<file path="src/rtl/sup_pkg.sv">
`default_nettype none
// ----------------------------------------------------------------------------
// sup_pkg
// Types, constants and the GSM default alphabet lookup of the septet packer.
// ----------------------------------------------------------------------------
package sup_pkg;

  // coding modes of the configuration register
  localparam logic [1:0] MODE_GSM7 = 2'd0;
  localparam logic [1:0] MODE_8BIT = 2'd1;
  localparam logic [1:0] MODE_UCS2 = 2'd2;

  // length limits per message
  localparam logic [8:0] LIMIT_GSM7 = 9'd160;
  localparam logic [7:0] LIMIT_8BIT = 8'd140;
  localparam logic [7:0] LIMIT_UCS2 = 8'd70;

  // special septets
  localparam logic [6:0] ESC_SEPTET   = 7'h1B;
  localparam logic [6:0] QMARK_SEPTET = 7'h3F;

  // octets one item can produce
  localparam int unsigned MAX_OCTETS = 3;

  // pending bits plus two septets
  localparam int unsigned ACCW = 21;

  typedef enum logic [1:0] {
    MAP_BASIC,
    MAP_EXT,
    MAP_MISS
  } map_kind_t;

  typedef struct packed {
    map_kind_t  kind;
    logic [6:0] code;
  } lookup_t;

  // all octets produced by one item
  typedef struct packed {
    logic [MAX_OCTETS-1:0][7:0] oct;
    logic [1:0]                 num;
    logic                       eom;
    logic                       miss;
  } group_t;

  // reverse map of a byte into the default alphabet or the extension table
  function automatic lookup_t gsm_lookup(input logic [7:0] b);
    lookup_t r;
    r.kind = MAP_BASIC;
    r.code = b[6:0];
    unique case (b)
      8'h40: r.code = 7'd0;
      8'hA3: r.code = 7'd1;
      8'h24: r.code = 7'd2;
      8'hA5: r.code = 7'd3;
      8'hE8: r.code = 7'd4;
      8'hE9: r.code = 7'd5;
      8'hF9: r.code = 7'd6;
      8'hEC: r.code = 7'd7;
      8'hF2: r.code = 7'd8;
      8'hC7: r.code = 7'd9;
      8'h0A: r.code = 7'd10;
      8'hD8: r.code = 7'd11;
      8'hF8: r.code = 7'd12;
      8'h0D: r.code = 7'd13;
      8'hC5: r.code = 7'd14;
      8'hE5: r.code = 7'd15;
      8'h5F: r.code = 7'd17;
      8'hC6: r.code = 7'd28;
      8'hE6: r.code = 7'd29;
      8'hDF: r.code = 7'd30;
      8'hC9: r.code = 7'd31;
      8'hA4: r.code = 7'd36;
      8'hA1: r.code = 7'd64;
      8'hC4: r.code = 7'd91;
      8'hD6: r.code = 7'd92;
      8'hD1: r.code = 7'd93;
      8'hDC: r.code = 7'd94;
      8'hA7: r.code = 7'd95;
      8'hBF: r.code = 7'd96;
      8'hE4: r.code = 7'd123;
      8'hF6: r.code = 7'd124;
      8'hF1: r.code = 7'd125;
      8'hFC: r.code = 7'd126;
      8'hE0: r.code = 7'd127;
      8'h5E: begin r.kind = MAP_EXT; r.code = 7'h14; end
      8'h7B: begin r.kind = MAP_EXT; r.code = 7'h28; end
      8'h7D: begin r.kind = MAP_EXT; r.code = 7'h29; end
      8'h5C: begin r.kind = MAP_EXT; r.code = 7'h2F; end
      8'h5B: begin r.kind = MAP_EXT; r.code = 7'h3C; end
      8'h7E: begin r.kind = MAP_EXT; r.code = 7'h3D; end
      8'h5D: begin r.kind = MAP_EXT; r.code = 7'h3E; end
      8'h7C: begin r.kind = MAP_EXT; r.code = 7'h40; end
      default: begin
        // ascii ranges that keep their code
        if (!((b >= 8'h20 && b <= 8'h23) || (b >= 8'h25 && b <= 8'h3F) ||
              (b >= 8'h41 && b <= 8'h5A) || (b >= 8'h61 && b <= 8'h7A))) begin
          r.kind = MAP_MISS;
          r.code = QMARK_SEPTET;
        end
      end
    endcase
    return r;
  endfunction

endpackage
`default_nettype wire

</file>
<file path="src/rtl/sup_encode.sv">
`default_nettype none
// ----------------------------------------------------------------------------
// sup_encode
// Per-item encoder: maps, packs and limits one character combinationally
// and holds the mode register and the message state.
// ----------------------------------------------------------------------------
module sup_encode (
  input  wire logic            clk,
  input  wire logic            rst,
  input  wire logic            cfg_we,
  input  wire logic [1:0]      cfg_data,
  input  wire logic            accept,
  input  wire logic [7:0]      char_byte,
  input  wire logic            end_of_message,
  output logic                 push,
  output sup_pkg::group_t      group
);
  import sup_pkg::*;

  logic [1:0] coding_mode;
  logic [6:0] pending_bits, pending_bits_next;
  logic [2:0] pending_count, pending_count_next;
  logic [7:0] char_count, char_count_next;

  lookup_t         lk;
  logic            is_ext;
  logic [1:0]      cnt;
  logic [6:0]      s0;
  logic [8:0]      cc_sum;
  logic [3:0]      sh1;
  logic [ACCW-1:0] acc;
  logic [4:0]      total;
  logic [ACCW-1:0] acc_rest;
  group_t          g;

  // septets of the character
  always_comb begin
    lk     = gsm_lookup(char_byte);
    is_ext = (lk.kind == MAP_EXT);
    cnt    = is_ext ? 2'd2 : 2'd1;
    s0     = is_ext ? ESC_SEPTET : lk.code;
    cc_sum = {1'b0, char_count} + {7'b0, cnt};
  end

  // pack septets behind the pending bits
  always_comb begin
    sh1   = {1'b0, pending_count} + 4'd7;
    acc   = ACCW'(pending_bits) | (ACCW'(s0) << pending_count) |
            (is_ext ? (ACCW'(lk.code) << sh1) : '0);
    total = {2'b0, pending_count} + (is_ext ? 5'd14 : 5'd7);
    acc_rest = acc >> {total[4:3], 3'b000};
  end

  // result group and next state
  always_comb begin
    g                  = '0;
    g.eom              = end_of_message;
    pending_bits_next  = pending_bits;
    pending_count_next = pending_count;
    char_count_next    = char_count;
    unique case (coding_mode)
      MODE_GSM7: begin
        if (cc_sum <= LIMIT_GSM7) begin
          g.oct[0]           = acc[7:0];
          g.oct[1]           = acc[15:8];
          g.num              = total[4:3];
          g.miss             = (lk.kind == MAP_MISS);
          pending_bits_next  = acc_rest[6:0];
          pending_count_next = total[2:0];
          char_count_next    = cc_sum[7:0];
        end
      end
      MODE_8BIT: begin
        if (char_count < LIMIT_8BIT) begin
          g.oct[0]        = char_byte;
          g.num           = 2'd1;
          char_count_next = char_count + 8'd1;
        end
      end
      MODE_UCS2: begin
        if (char_count < LIMIT_UCS2) begin
          g.oct[0]        = 8'h00;
          g.oct[1]        = char_byte;
          g.num           = 2'd2;
          char_count_next = char_count + 8'd1;
        end
      end
      default: begin
        // invalid mode emits nothing
      end
    endcase

    // flush residual bits at end of message
    if (end_of_message) begin
      if (pending_count_next != 3'd0) begin
        g.oct[g.num] = {1'b0, pending_bits_next};
        g.num        = g.num + 2'd1;
      end
      pending_bits_next  = '0;
      pending_count_next = '0;
      char_count_next    = '0;
    end
  end

  assign push  = accept && (g.num != 2'd0);
  assign group = g;

  // mode register and message state
  always_ff @(posedge clk) begin
    if (rst) begin
      coding_mode   <= MODE_GSM7;
      pending_bits  <= '0;
      pending_count <= '0;
      char_count    <= '0;
    end else begin
      if (cfg_we) begin
        coding_mode <= cfg_data;
      end
      if (accept) begin
        pending_bits  <= pending_bits_next;
        pending_count <= pending_count_next;
        char_count    <= char_count_next;
      end
    end
  end

endmodule
`default_nettype wire

</file>
<file path="src/rtl/sup_group_fifo.sv">
`default_nettype none
// ----------------------------------------------------------------------------
// sup_group_fifo
// Two-entry queue of result groups that hands out the octets of each group one
// by one on the output stream.
// ----------------------------------------------------------------------------
module sup_group_fifo (
  input  wire logic            clk,
  input  wire logic            rst,
  input  wire logic            push,
  input  wire sup_pkg::group_t group,
  output logic                 in_ready,
  output logic                 out_valid,
  input  wire logic            out_ready,
  output logic [7:0]           octet,
  output logic                 last_octet,
  output logic                 unmapped
);
  import sup_pkg::*;

  group_t     entries [2];
  logic       wr_ptr;
  logic       rd_ptr;
  logic [1:0] count;
  logic [1:0] idx;

  group_t head;
  logic   head_end;
  logic   pop;

  // head of the queue
  always_comb begin
    head       = entries[rd_ptr];
    head_end   = (idx == head.num - 2'd1);
    out_valid  = (count != 2'd0);
    octet      = head.oct[idx];
    last_octet = head.eom && head_end;
    unmapped   = head.miss;
    pop        = out_valid && out_ready && head_end;
    in_ready   = (count != 2'd2);
  end

  // group storage
  always_ff @(posedge clk) begin
    if (push) begin
      entries[wr_ptr] <= group;
    end
  end

  // pointers, fill count and octet index
  always_ff @(posedge clk) begin
    if (rst) begin
      wr_ptr <= 1'b0;
      rd_ptr <= 1'b0;
      count  <= '0;
      idx    <= '0;
    end else begin
      if (push) begin
        wr_ptr <= ~wr_ptr;
      end
      if (pop) begin
        rd_ptr <= ~rd_ptr;
        idx    <= '0;
      end else if (out_valid && out_ready) begin
        idx <= idx + 2'd1;
      end
      count <= count + {1'b0, push} - {1'b0, pop};
    end
  end

endmodule
`default_nettype wire

</file>
<file path="src/rtl/sms_user_data_septet_packer.sv">
`default_nettype none
// ----------------------------------------------------------------------------
// sms_user_data_septet_packer
// SMS user-data encoder: GSM 7-bit packing, 8-bit pass-through or UCS2.
// ----------------------------------------------------------------------------
// channel   dir  handshake                   payload
// s_axis    in   s_axis_tvalid/s_axis_tready tdata char_byte, tlast end_of_message
// m_axis    out  m_axis_tvalid/m_axis_tready tdata octet, tlast last_octet,
//                                            tuser unmapped
// cfg       in   cfg_valid/cfg_ready         cfg_data coding_mode
//
// An item is encoded in the cycle it is accepted; its zero to three octets go
// into a two-entry group queue and come out one per cycle while m_axis_tready is
// high. Input is taken every cycle while the queue has a free entry, so with no
// output stall the rate is one item per cycle if each item yields at most one octet.
// cfg_ready is always high. Reset clears the mode to GSM 7-bit and the state.
// ----------------------------------------------------------------------------
module sms_user_data_septet_packer (
  input  wire logic       clk,
  input  wire logic       rst,
  input  wire logic       cfg_valid,
  output logic            cfg_ready,
  input  wire logic [1:0] cfg_data,
  input  wire logic       s_axis_tvalid,
  output logic            s_axis_tready,
  input  wire logic [7:0] s_axis_tdata,   // [7:0] char_byte
  input  wire logic       s_axis_tlast,
  output logic            m_axis_tvalid,
  input  wire logic       m_axis_tready,
  output logic [7:0]      m_axis_tdata,   // [7:0] octet
  output logic            m_axis_tlast,
  output logic            m_axis_tuser    // [0] unmapped
);
  import sup_pkg::*;

  logic   accept;
  logic   push;
  group_t group;

  assign cfg_ready = 1'b1;
  assign accept    = s_axis_tvalid && s_axis_tready;

  // character encoder
  sup_encode u_encode (
    .clk            (clk),
    .rst            (rst),
    .cfg_we         (cfg_valid),
    .cfg_data       (cfg_data),
    .accept         (accept),
    .char_byte      (s_axis_tdata),
    .end_of_message (s_axis_tlast),
    .push           (push),
    .group          (group)
  );

  // result queue and octet serializer
  sup_group_fifo u_fifo (
    .clk        (clk),
    .rst        (rst),
    .push       (push),
    .group      (group),
    .in_ready   (s_axis_tready),
    .out_valid  (m_axis_tvalid),
    .out_ready  (m_axis_tready),
    .octet      (m_axis_tdata),
    .last_octet (m_axis_tlast),
    .unmapped   (m_axis_tuser)
  );

endmodule
`default_nettype wire

</file>
<file path="config.mk">
export PLATFORM = sky130hd
export DESIGN_NAME = sms_user_data_septet_packer
export DESIGN_NICKNAME = d
export VERILOG_FILES = /design/src/rtl/sup_pkg.sv /design/src/rtl/sup_encode.sv /design/src/rtl/sup_group_fifo.sv /design/src/rtl/sms_user_data_septet_packer.sv
export SDC_FILE = /design/constraint.sdc
export NUM_CORES = 1
export LEC_CHECK = 0
export BUFFER_PORTS_ARGS = -buffer_cell sky130_fd_sc_hd__buf_2
export CAP_MARGIN = 30
export CORE_ASPECT_RATIO = 1.5
export CORE_MARGIN = 10
export CORE_UTILIZATION = 45
export DETAILED_ROUTE_END_ITERATION = 8
export PLACE_DENSITY = 0.7
export SKIP_LAST_GASP = 1
export SYNTH_ARGS = -nofsm -noshare
export SYNTH_HDL_FRONTEND = slang
export SYNTH_SLANG_ARGS = --single-unit
export TNS_END_PERCENT = 30
</file>
<file path="constraint.sdc">
create_clock -name clk -period 17.1 [get_ports clk]
set_clock_uncertainty 0.05 [all_clocks]
set_input_delay 1.71 -clock clk [delete_from_list [all_inputs] [get_ports clk]]
set_output_delay 1.71 -clock clk [all_outputs]
set_load 0.01 [all_outputs]
</file>
==> metrics.cfg <==
[detailed_routing]
wl_per_cell_um=21.0
postRouteAntennaNets=0
drt_first_pass_iters=6
drt_iter0_drc=744
vias_per_cell=6.66
num_vias=6561
drc=0
wirelength_um=20700

[yosys]
synthArstFlopShare_pct=0
netlist_instances=798
synth_cell_types=90
synth.most_common_cell=nor2_1
synthTopCellsByArea=edfxtp_1 24%, dfxtp_1 8.0%, nor2_1 3.9%
synthFlopType=edfxtp_1
synth-seq-cells=81
yosysSeqAreaShare_pct=31.9
netlist.area_leader.share_pct=23.9
synth_edf_count=54
synth_fp_nets=830
avgSynthCellArea_um2=8.49
yosys-top-cells-count=71 x nor2_1, 63 x nand2_1, 54 x edfxtp_1, 46 x a21oi_1, 43 x o21ai_0
synth_area_mm2=0.00677
synth_top_area_cell=edfxtp_1
ys.warnings.count=0

[clocking]
tritoncts=done
clock_latency_ps=340
htreeDepth=3
clockBufferDepth=2
numCtsBuffers=9
root_buffer=clkbuf_16
ctsResizeCount=0
clkTransAtPathRegs_ps=60
cts.sinks=81
cts_setup_buffers=0
ctsHoldBuffers=0

[finish]
seq_area_mm2=0.00216
num-nets-final=816
drive_gt1_share_pct=11.2
fin_util_pct=49.5
finalNonFillerCells=985
antennaDiodeCount=0
num-fill-cells=1443
multiInputGateArea_mm2=0.00424
area_growth_pct=7.15

[floorplanning]
ios=29
dieArea_mm2=0.0205
rows=54
die_h_um=170
chipWidth_um=120
coreArea_mm2=0.0147
start_util_pct=46.2

[setup_path]
required_ps=17060
arrival_ps=7290
cp-end-kind=flip-flop
path_class=primary input to flip-flop
start_kind=primary input
crit_fanout=40

[power]
p_comb_share_pct=36.3
sw_frac_of_total_pct=36.5
p_int_w=0.000451
power.switching_w=0.000260
p_per_area_mw_per_mm2=98.0
p_leak_nw=2.55
sequentialPowerShare_pct=35.9
ir_worst_vdd_mv=0.0639
p_total_w=0.000711
clock_power_share_pct=27.8

[global_route]
grt-ovfl-total=0
grt_pass1_wl_um=33300
antenna_found_initial=0
grt_usage_pct=20.1
grt_start_max_net_pins=47
grt_pass1_vias=6165

[placement]
dp_hpwl_um=14600
routabilityCongestion=0.984
numPortBuffers=27
dp_cells=969

[sta]
rsz0062_at_grt=false
worstMarginPinSlew_ps=1090
min_period_ps=7340
drv_slew=0
relSlewSlack_pct=27.1
finalHoldViolCount=0
clock.fmax_ghz=0.136
setup_tns_ps=0
setup_viol=0
period_share_pct=42.9

[run]
max_cap_violations=0

[status]
outcome=finished, final reports clean

[hold_path]
hold_class=flip-flop to flip-flop

## logic make-up (layout without fill, tap and decap cells)
logic type | after synthesis | count (layout) | synth area share [%]
simple gates | 324 | 324 | 26.4
compound gates | 240 | 240 | 24.8
buf+inv | 89 | 80 | 5.52
flops | 81 | 81 | 31.9
mux | 29 | 29 | 5.97
xor+xnor | 18 | 18 | 2.33
fa+ha+maj | 16 | 16 | 3.07
other cells | 1 | 1 | 0.0554
## power groups by stage
stage                     logic (W)  clock network [W]  registers (W)
after floorplan            0.000185                  0       0.000252
after global placement     0.000253                  0       0.000259
after detailed placement   0.000252                  0       0.000260
after CTS                  0.000254           0.000201       0.000256
after global routing       0.000282           0.000208       0.000258
final                      0.000258           0.000198       0.000256
## final timing paths
path,startpoint,endpoint,slack (ps),depth (start not counted)
max,s_axis_tdata[2],u_fifo.entries[1][7],9760,19
max reg2reg,u_encode.char_count[0],u_fifo.entries[1][7],12120,16
min reg2reg,u_fifo.rd_ptr,u_fifo.rd_ptr,470,2
min,u_fifo.rd_ptr,u_fifo.rd_ptr,470,2
## layout make-up
class,instances,area share [%]
timing repair buffer,36,2.79
multi-input combinational,628,58.4
clock inverter,7,1.07
tap,196,3.38
clock buffer,9,3.10
inverter,28,1.45
sequential,81,29.8
## flip-flops by register name (all words and copies together), names as in the netlist, named ones only
signal                  count
u_encode.pending_bits       7
u_fifo.wr_ptr               1
u_encode.char_count         8
u_encode.pending_count      3
u_fifo.rd_ptr               1
u_fifo.count                2
u_fifo.idx                  2
u_fifo.entries             54
u_encode.coding_mode        2
## layout by cell type (no fill, tap or decap), types with 9 or more instances in the layout
cell type / netlist / layout
buf_2: 20 / 27
o21ai_0: 43 / 43
a31oi_1: 15 / 15
nor2_1: 71 / 71
mux4_2: 9 / 9
xnor2_1: 11 / 11
mux2i_1: 19 / 19
dfxtp_1: 27 / 27
a211oi_1: 14 / 14
ha_1: 15 / 15
or3_1: 11 / 11
nand2b_1: 12 / 12
clkbuf_16: 0 / 9
o22ai_1: 13 / 13
nand2_1: 63 / 63
nor3_1: 20 / 20
a21oi_1: 46 / 46
a22oi_1: 9 / 9
nand3_1: 26 / 26
o211ai_1: 9 / 9
inv_1: 26 / 26
buf_4: 4 / 9
and2_1: 12 / 12
nor2b_1: 19 / 18
edfxtp_1: 54 / 54
nand4_1: 16 / 16
## stage by stage
stage               worst slack [ps]  hold WS (ps)  cell area, um^2
global route                    9370           513             7260
CTS                             9780           475             7260
detailed placement              9470           470             6960
global placement                9580           453             6960
finish                          9760           472             7260
floorplan                       9910           422             6770
## layer usage
metal | global-route usage, % | share of wire, % | wire length [um] | vias up
li1 | - | - | - | 3051
met1 | 23.1 | 38 | 7810 | 3080
met2 | 34.1 | 50 | 10400 | 339
met3 | 2.62 | 6.0 | 1230 | 91
met4 | 13.4 | 6.0 | 1240 | 0
met5 | 0 | 0 | 0 | -
## worst max-delay path: stages
cell and delay (ps):
buf_2 510, and3b_1 280, o21ai_4 500, ha_1 270, inv_1 60, fa_1 500
nand2b_1 90, o211a_1 220, o221a_2 230, nor3_1 240, nor2_1 90, nor2b_1 710
nand2_1 180, a21o_1 280, ha_1 310, nor3b_1 50, a211oi_1 450, and2_1 230
buf_4 350
(Power assumes the default switching activity.)
